[src/rtl/akf_pkg.sv]
// shared types and constants of the angle and gyro kalman fusion block
package akf_pkg;

  // configuration registers are unsigned q0.32
  localparam int CFG_WIDTH = 32;
  localparam int CFG_FRAC  = 32;
  localparam int IDX_WIDTH = 2;

  // register indexes
  localparam logic [IDX_WIDTH-1:0] REG_ANGLE_NOISE   = 2'd0;
  localparam logic [IDX_WIDTH-1:0] REG_BIAS_NOISE    = 2'd1;
  localparam logic [IDX_WIDTH-1:0] REG_MEASURE_NOISE = 2'd2;
  localparam logic [IDX_WIDTH-1:0] REG_SAMPLE_PERIOD = 2'd3;

  // register reset values
  localparam logic [CFG_WIDTH-1:0] ANGLE_NOISE_RST   = 32'd171798692;
  localparam logic [CFG_WIDTH-1:0] BIAS_NOISE_RST    = 32'd21474836;
  localparam logic [CFG_WIDTH-1:0] MEASURE_NOISE_RST = 32'd214748365;
  localparam logic [CFG_WIDTH-1:0] SAMPLE_PERIOD_RST = 32'd21474836;

  typedef struct packed {
    logic [CFG_WIDTH-1:0] angle_noise;
    logic [CFG_WIDTH-1:0] bias_noise;
    logic [CFG_WIDTH-1:0] measure_noise;
    logic [CFG_WIDTH-1:0] sample_period;
  } cfg_t;

  // multiply operations of one filter step, in sequence order
  typedef enum logic [3:0] {
    OP_ANG_PRED  = 4'd0,
    OP_COV_AA    = 4'd1,
    OP_COV_AB    = 4'd2,
    OP_COV_BB    = 4'd3,
    OP_K0_AA     = 4'd4,
    OP_K0_AB     = 4'd5,
    OP_K1_AA     = 4'd6,
    OP_K1_AB     = 4'd7,
    OP_ANG_CORR  = 4'd8,
    OP_BIAS_CORR = 4'd9
  } op_t;

  // controller to datapath
  typedef struct packed {
    logic load;
    logic mul_start;
    logic mul_apply;
    logic div_start;
    logic out_load;
    op_t  op;
  } cmd_t;

  // datapath to controller
  typedef struct packed {
    logic mul_done;
    logic div_done;
  } stat_t;

  // next operation in the sequence
  function automatic op_t next_op(input op_t op);
    op_t n;
    unique case (op)
      OP_ANG_PRED:  n = OP_COV_AA;
      OP_COV_AA:    n = OP_COV_AB;
      OP_COV_AB:    n = OP_COV_BB;
      OP_COV_BB:    n = OP_K0_AA;
      OP_K0_AA:     n = OP_K0_AB;
      OP_K0_AB:     n = OP_K1_AA;
      OP_K1_AA:     n = OP_K1_AB;
      OP_K1_AB:     n = OP_ANG_CORR;
      OP_ANG_CORR:  n = OP_BIAS_CORR;
      OP_BIAS_CORR: n = OP_ANG_PRED;
      default:      n = OP_ANG_PRED;
    endcase
    return n;
  endfunction

endpackage

[src/rtl/akf_ctrl.sv]
// controller: sequences the multiply and divide steps and runs both handshakes
module akf_ctrl import akf_pkg::*; (
  input  logic  clk,
  input  logic  rst,
  input  logic  s_tvalid,
  output logic  s_tready,
  output logic  m_tvalid,
  input  logic  m_tready,
  output cmd_t  cmd,
  input  stat_t stat
);

  typedef enum logic [5:0] {
    ST_IDLE   = 6'b000001,
    ST_MSTART = 6'b000010,
    ST_MWAIT  = 6'b000100,
    ST_DSTART = 6'b001000,
    ST_DWAIT  = 6'b010000,
    ST_OUT    = 6'b100000
  } state_t;

  state_t state, state_next;
  op_t    op, op_next;
  logic   out_free;

  assign s_tready = (state == ST_IDLE);
  assign out_free = !m_tvalid || m_tready;

  // next state and commands
  always_comb begin
    state_next    = state;
    op_next       = op;
    cmd           = '0;
    cmd.op        = op;
    unique case (state)
      ST_IDLE: begin
        if (s_tvalid) begin
          cmd.load   = 1'b1;
          op_next    = OP_ANG_PRED;
          state_next = ST_MSTART;
        end
      end
      ST_MSTART: begin
        cmd.mul_start = 1'b1;
        state_next    = ST_MWAIT;
      end
      ST_MWAIT: begin
        if (stat.mul_done) begin
          cmd.mul_apply = 1'b1;
          op_next       = next_op(op);
          if (op == OP_COV_BB) begin
            state_next = ST_DSTART;
          end else if (op == OP_BIAS_CORR) begin
            state_next = ST_OUT;
          end else begin
            state_next = ST_MSTART;
          end
        end
      end
      ST_DSTART: begin
        cmd.div_start = 1'b1;
        state_next    = ST_DWAIT;
      end
      ST_DWAIT: begin
        if (stat.div_done) begin
          state_next = ST_MSTART;
        end
      end
      ST_OUT: begin
        if (out_free) begin
          cmd.out_load = 1'b1;
          state_next   = ST_IDLE;
        end
      end
      default: begin
        state_next = ST_IDLE;
      end
    endcase
  end

  // state, operation and result valid
  always_ff @(posedge clk) begin
    if (rst) begin
      state    <= ST_IDLE;
      op       <= OP_ANG_PRED;
      m_tvalid <= 1'b0;
    end else begin
      state <= state_next;
      op    <= op_next;
      if (cmd.out_load) begin
        m_tvalid <= 1'b1;
      end else if (m_tready) begin
        m_tvalid <= 1'b0;
      end
    end
  end

endmodule

[config.mk]
export PLATFORM = sky130hd
export DESIGN_NAME = akf_ctrl
export DESIGN_NICKNAME = d
export VERILOG_FILES = /design/src/rtl/akf_pkg.sv /design/src/rtl/akf_ctrl.sv
export SDC_FILE = /design/constraint.sdc
export NUM_CORES = 1
export LEC_CHECK = 0
export BUFFER_PORTS_ARGS = -buffer_cell sky130_fd_sc_hd__buf_2
export CORE_MARGIN = 8
export CORE_UTILIZATION = 55
export CTS_CLUSTER_SIZE = 28
export DETAILED_ROUTE_END_ITERATION = 10
export PLACE_DENSITY = 0.84
export SKIP_CTS_REPAIR_TIMING = 1
export SLEW_MARGIN = 10
export SYNTH_ARGS = -nofsm -noshare
export SYNTH_HDL_FRONTEND = slang
export SYNTH_SLANG_ARGS = --single-unit
[constraint.sdc]
create_clock -name clk -period 3 [get_ports clk]
set_clock_uncertainty 0.1 [all_clocks]
set_input_delay 0.45 -clock clk [delete_from_list [all_inputs] [get_ports clk]]
set_output_delay 0.45 -clock clk [all_outputs]
set_load 0.005 [all_outputs]
### Word-level counts from Yosys, hierarchy flattened

Memory sizes are Yosys's and may differ from the RTL's. A register that Yosys moved wholly into a read port is not among the register bits.
Cells that the tools add are included.

* mux-type cells: 22
* reduce and logical (&&, ||, !) cells: 6
* eq/ne operators: 12

Operators by type and width (number)
* two-way mux 6 bit: 6
* case mux 6 bit (6 select lines): 1
* two-way mux 4 bit: 4
* two-way mux 1 bit: 10
* inequality test 2 bit, second input constant: 4
* case mux 4 bit (2 select lines): 1
* equality test 6 x 1 -> 1 bit, second input constant: 1
* equality test 6 x 2 -> 1 bit, second input constant: 1
* equality test 6 x 3 -> 1 bit, second input constant: 1
* equality test 6 x 4 -> 1 bit, second input constant: 1
* equality test 6 x 5 -> 1 bit, second input constant: 1
* equality test 6 bit, second input constant: 1
* equality test 4 x 2 -> 1 bit, second input constant: 1
* equality test 4 bit, second input constant: 1
* AND reduction 4 bit: 1
* nonzero test 2 bit: 2
* AND reduction 3 bit: 1
* logical NOT 1 bit: 1
* logical OR 1 bit: 1

* register bits after elaboration: 11
* ROM bits: 64
* output and inout bits: 11
* memories kept: 1
* logic and storage cells: 44

Memories
* (no name shown): words 16, width 4, rd ports 1, clocked after memory_dff 1, write ports 0, RTL line akf_pkg.sv:61 `unique case (op)`

### Depth between registers and ports, before layout

* word-level depth: 5
* depth in mapped cells: 9
* depth with buffers taken out: 8

### Least setup slack after synthesis

No wires, ideal clock.

* path kind: register to register
* from: register state[3]
* to: register with a tool-made name
* arrival time: 1.708 ns
* required time: 2.779 ns
* cell stages (with the launch flop): 10
* setup slack: 1.072 ns
* clock period less this slack: 1.928 ns
* path buffers: 1
* cells stage by stage: dfxtp_1 > buf_6 > nor4_4 > a31oi_1 > o2bb2ai_1 > nor2b_1 > inv_1 > ha_1 > a31oi_1 > o21ai_1

RTL lines
* from (decl): RTL line akf_ctrl.sv:22 `state_t state, state_next;`
* from (signal assigned): RTL line akf_ctrl.sv:88 `state <= state_next;`

==> metrics.md <==
| Metric | Value |
|---|---|
| Run status | `completed` |
| Fraction of met1 tracks used by global routing | `13.2%` |
| Area occupied by registers | `300 µm²` |
| Placed wire-length estimate | `1610 µm` |
| Share of flip-flops with an asynchronous set or reset after synthesis | `0%` |
| Number of non-filler instances in the completed layout | `141` |
| Count of distinct cell types in the synthesized netlist | `42` |
| Critical Path Sink Type | `register` |
| Per-instance average area after synthesis | `8.57 µm²` |
| DIE AREA | `3290 µm²` |
| Setup slack of the critical path after layout | `788 ps` |
| Portion of synthesized cell area occupied by the leading cell type | `31.9%` |
| Remaining max-slew budget at the tightest pin | `74.8%` |
| Routed len/inst | `15.0 µm` |
| Congestion Overflow GR | `0` |
| Post-Route Utilization | `61.8%` |
| Final period util | `73.7%` |
| # setup viols final | `0` |
| GR Layer Usage met2 | `23.0%` |
| Worst-margin pin slew | `377 ps` |
| Total negative slack | `0 ps` |
| Final hold violations | `0` |
| Number of diodes | `0` |
| Routability congestion estimate from global placement | `0.866` |
| EDFF count, synth | `0` |
| Most instantiated flip-flop cell in the synthesis netlist | `sky130_fd_sc_hd__dfxtp_1` |
| Post-Syn Area | `942 µm²` |
| Biggest area contributors in the synthesized netlist | `sky130_fd_sc_hd__dfxtp_1, sky130_fd_sc_hd__nor2b_1, sky130_fd_sc_hd__nor2_1` |
| Pin count of the biggest net entering global routing | `16` |
| Wire length of the first global-routing pass | `3420 µm` |
| Yosys top cell by area | `sky130_fd_sc_hd__dfxtp_1` |
| Post-route ant nets | `0` |
| Floorplan Core Area | `1670 µm²` |
| Per-cell via count in the routed design | `6.11` |
| Internal Dissipation | `0.000304 W` |
| TritonCTS clock tree | `yes` |
| Crit path DAT | `2300 ps` |
| Slew Limit Fails | `0` |
| Commonest cells post-synth | `sky130_fd_sc_hd__dfxtp_1, sky130_fd_sc_hd__nor2_1, sky130_fd_sc_hd__nor2b_1, sky130_fd_sc_hd__a21oi_1, sky130_fd_sc_hd__inv_1` |
| Sequential area share after synthesis | `31.9%` |
| Starting Density | `56.4%` |
| Switching fraction of total power | `31.0%` |
| Sequential share of power | `51.3%` |
| Clock-pin slew reported for the worst setup and hold paths after clock tree synthesis | `90 ps` |
| Filler Cells Inserted | `142` |
| Number of global-route vias before repair | `808` |
| Number of port buffers | `16` |
| Placed instance area | `1010 µm²` |
| Num ports | `17` |
| Part of the total power dissipated in the clock network | `26.9%` |
| Post-layout minimum cycle time | `2210 ps` |
| First-pass iteration count of the detailed router | `5` |
| Leakage power | `0.429 nW` |
| Multi-input gate area | `586 µm²` |
| Required time reported for the critical path endpoint | `3090 ps` |
| Non-Filler Cell Area, Final | `1030 µm²` |
| Die boundary width | `57.4 µm` |
| Worst setup SP type | `register` |
| RSZ-0062 raised after global routing | `no` |
| Share of post-route cells with drive strength above 1 | `22.6%` |
| Final routed DRC violation total | `0` |
| Max-cap violation count | `0` |
| Yosys reg bits | `15` |
| Highest ir drop seen on vdd | `0.268 mV` |
| Area Overhead vs Synth | `9.56%` |
| Met3 track utilization from global routing | `3.36%` |
| Syn Nets | `119` |
| # rows | `15` |
| Top achievable clock speed | `452 MHz` |
| Classification of the worst-slack hold path | `input pin to register` |
| Cell at the root of the clock tree | `sky130_fd_sc_hd__clkbuf_4` |
| DRC marker count from the first detailed-route iteration | `21` |
| GRT Overall Usage | `13.1%` |
| Total number of vias | `862` |
| Total instance count after detailed placement | `137` |
| Initial antenna violation count | `0` |
| Chip Height | `57.4 µm` |
| Net Switching | `0.000137 W` |
| Number of warnings issued by yosys | `0` |
| Crit Path Category | `register to register` |
| Worst setup slack after placement | `837 ps` |
| Highest net fanout along the worst path | `11` |
| Power per Cell Area | `427 nW/µm²` |
| Clk Latency, worst-skew pair | `290 ps` |
| Cells after Synth | `110` |
| Total wire length | `2120 µm` |
| TritonCTS buffer count | `3` |
| Total number of H-tree levels | `1` |
| Clock Sinks | `15` |
| Combinational share of power | `21.9%` |
| Maximum root-to-sink buffer count | `2` |
| Most used routing layer | `met2` |
| Most repeated cell in the gate-level netlist after synthesis | `sky130_fd_sc_hd__dfxtp_1` |
| Post-layout nets | `134` |
## cells by family (layout without fill, tap and decap cells)
family	Yosys count	after routing	share of synthesized area, %
AND/OR/NAND/NOR	51	51	34.3
AO/OA/AOI/OAI	28	28	22.0
flip-flops	15	15	31.9
buffers and inverters	11	25	5.98
adder cells (fa/ha/maj)	3	3	3.98
XOR/XNOR	2	2	1.86
## metrics by stage
step	total power, W	hold slack (ps)
global route	0.000471	341
floorplan	0.000301	374
CTS	0.000443	341
detailed placement	0.000327	384
finish	0.000441	341
global placement	0.000323	366
## layout by cell type, fill, tap and decap left out, types with 2 or more instances in the layout
cell type	instances
sky130_fd_sc_hd__a21oi_1	5
sky130_fd_sc_hd__a22o_1	2
sky130_fd_sc_hd__a22oi_1	3
sky130_fd_sc_hd__a31oi_1	4
sky130_fd_sc_hd__and3b_1	3
sky130_fd_sc_hd__buf_2	16
sky130_fd_sc_hd__clkbuf_4	3
sky130_fd_sc_hd__dfxtp_1	15
sky130_fd_sc_hd__ha_1	3
sky130_fd_sc_hd__inv_1	5
sky130_fd_sc_hd__nand2_1	2
sky130_fd_sc_hd__nand2b_1	3
sky130_fd_sc_hd__nand3_1	4
sky130_fd_sc_hd__nand3b_1	2
sky130_fd_sc_hd__nor2_1	13
sky130_fd_sc_hd__nor2b_1	9
sky130_fd_sc_hd__nor3_1	3
sky130_fd_sc_hd__nor4_1	2
sky130_fd_sc_hd__nor4_4	2
sky130_fd_sc_hd__o21ai_0	2
sky130_fd_sc_hd__o21ai_1	2
sky130_fd_sc_hd__xor2_1	2
## area by class of cell
cell class,instances,area share (%)
sequential,15,29.1
timing repair buffer,16,7.76
inverter,5,1.82
multi-input combinational,84,56.7
tap,17,2.06
clock buffer,4,2.55
## worst max-delay path: stages (launching register included)
cell,delay [ps]
sky130_fd_sc_hd__dfxtp_1,540
sky130_fd_sc_hd__and3b_1,240
sky130_fd_sc_hd__o21ai_2,260
sky130_fd_sc_hd__o2bb2ai_1,180
sky130_fd_sc_hd__nor2b_1,270
sky130_fd_sc_hd__inv_1,70
sky130_fd_sc_hd__ha_1,220
sky130_fd_sc_hd__a31oi_1,140
sky130_fd_sc_hd__o21ai_1,90
## metal layers
metal / up-vias / share of wire (%)
met5: - / 0
met4: 0 / 2.6
met3: 5 / 5.9
met2: 32 / 50
met1: 402 / 41
li1: 423 / -
## path summary, 6_finish.rpt
path / to / from / slack, ps / cells after the start
worst min-delay path: state[4]$_SDFFE_PP0P_ / stat[0] / 340 / 3
worst max register to register: register / state[2]$_SDFFE_PP0P_ / 790 / 8
worst max-delay path: register / state[2]$_SDFFE_PP0P_ / 790 / 8
worst min register to register: m_tvalid$_SDFFE_PP0P_ / m_tvalid$_SDFFE_PP0P_ / 400 / 2
## power by group through the flow
stage	Sequential, W	Clock [W]	Combinational (W)
6_report	0.000226	0.000118	0.0000965
3_3_place_gp	0.000230	0	0.0000928
2_1_floorplan	0.000218	0	0.0000827
4_1_cts	0.000226	0.000120	0.0000969
3_5_place_dp	0.000231	0	0.0000962
5_1_grt	0.000229	0.000134	0.000109
Power figures use the tool's default switching activity.
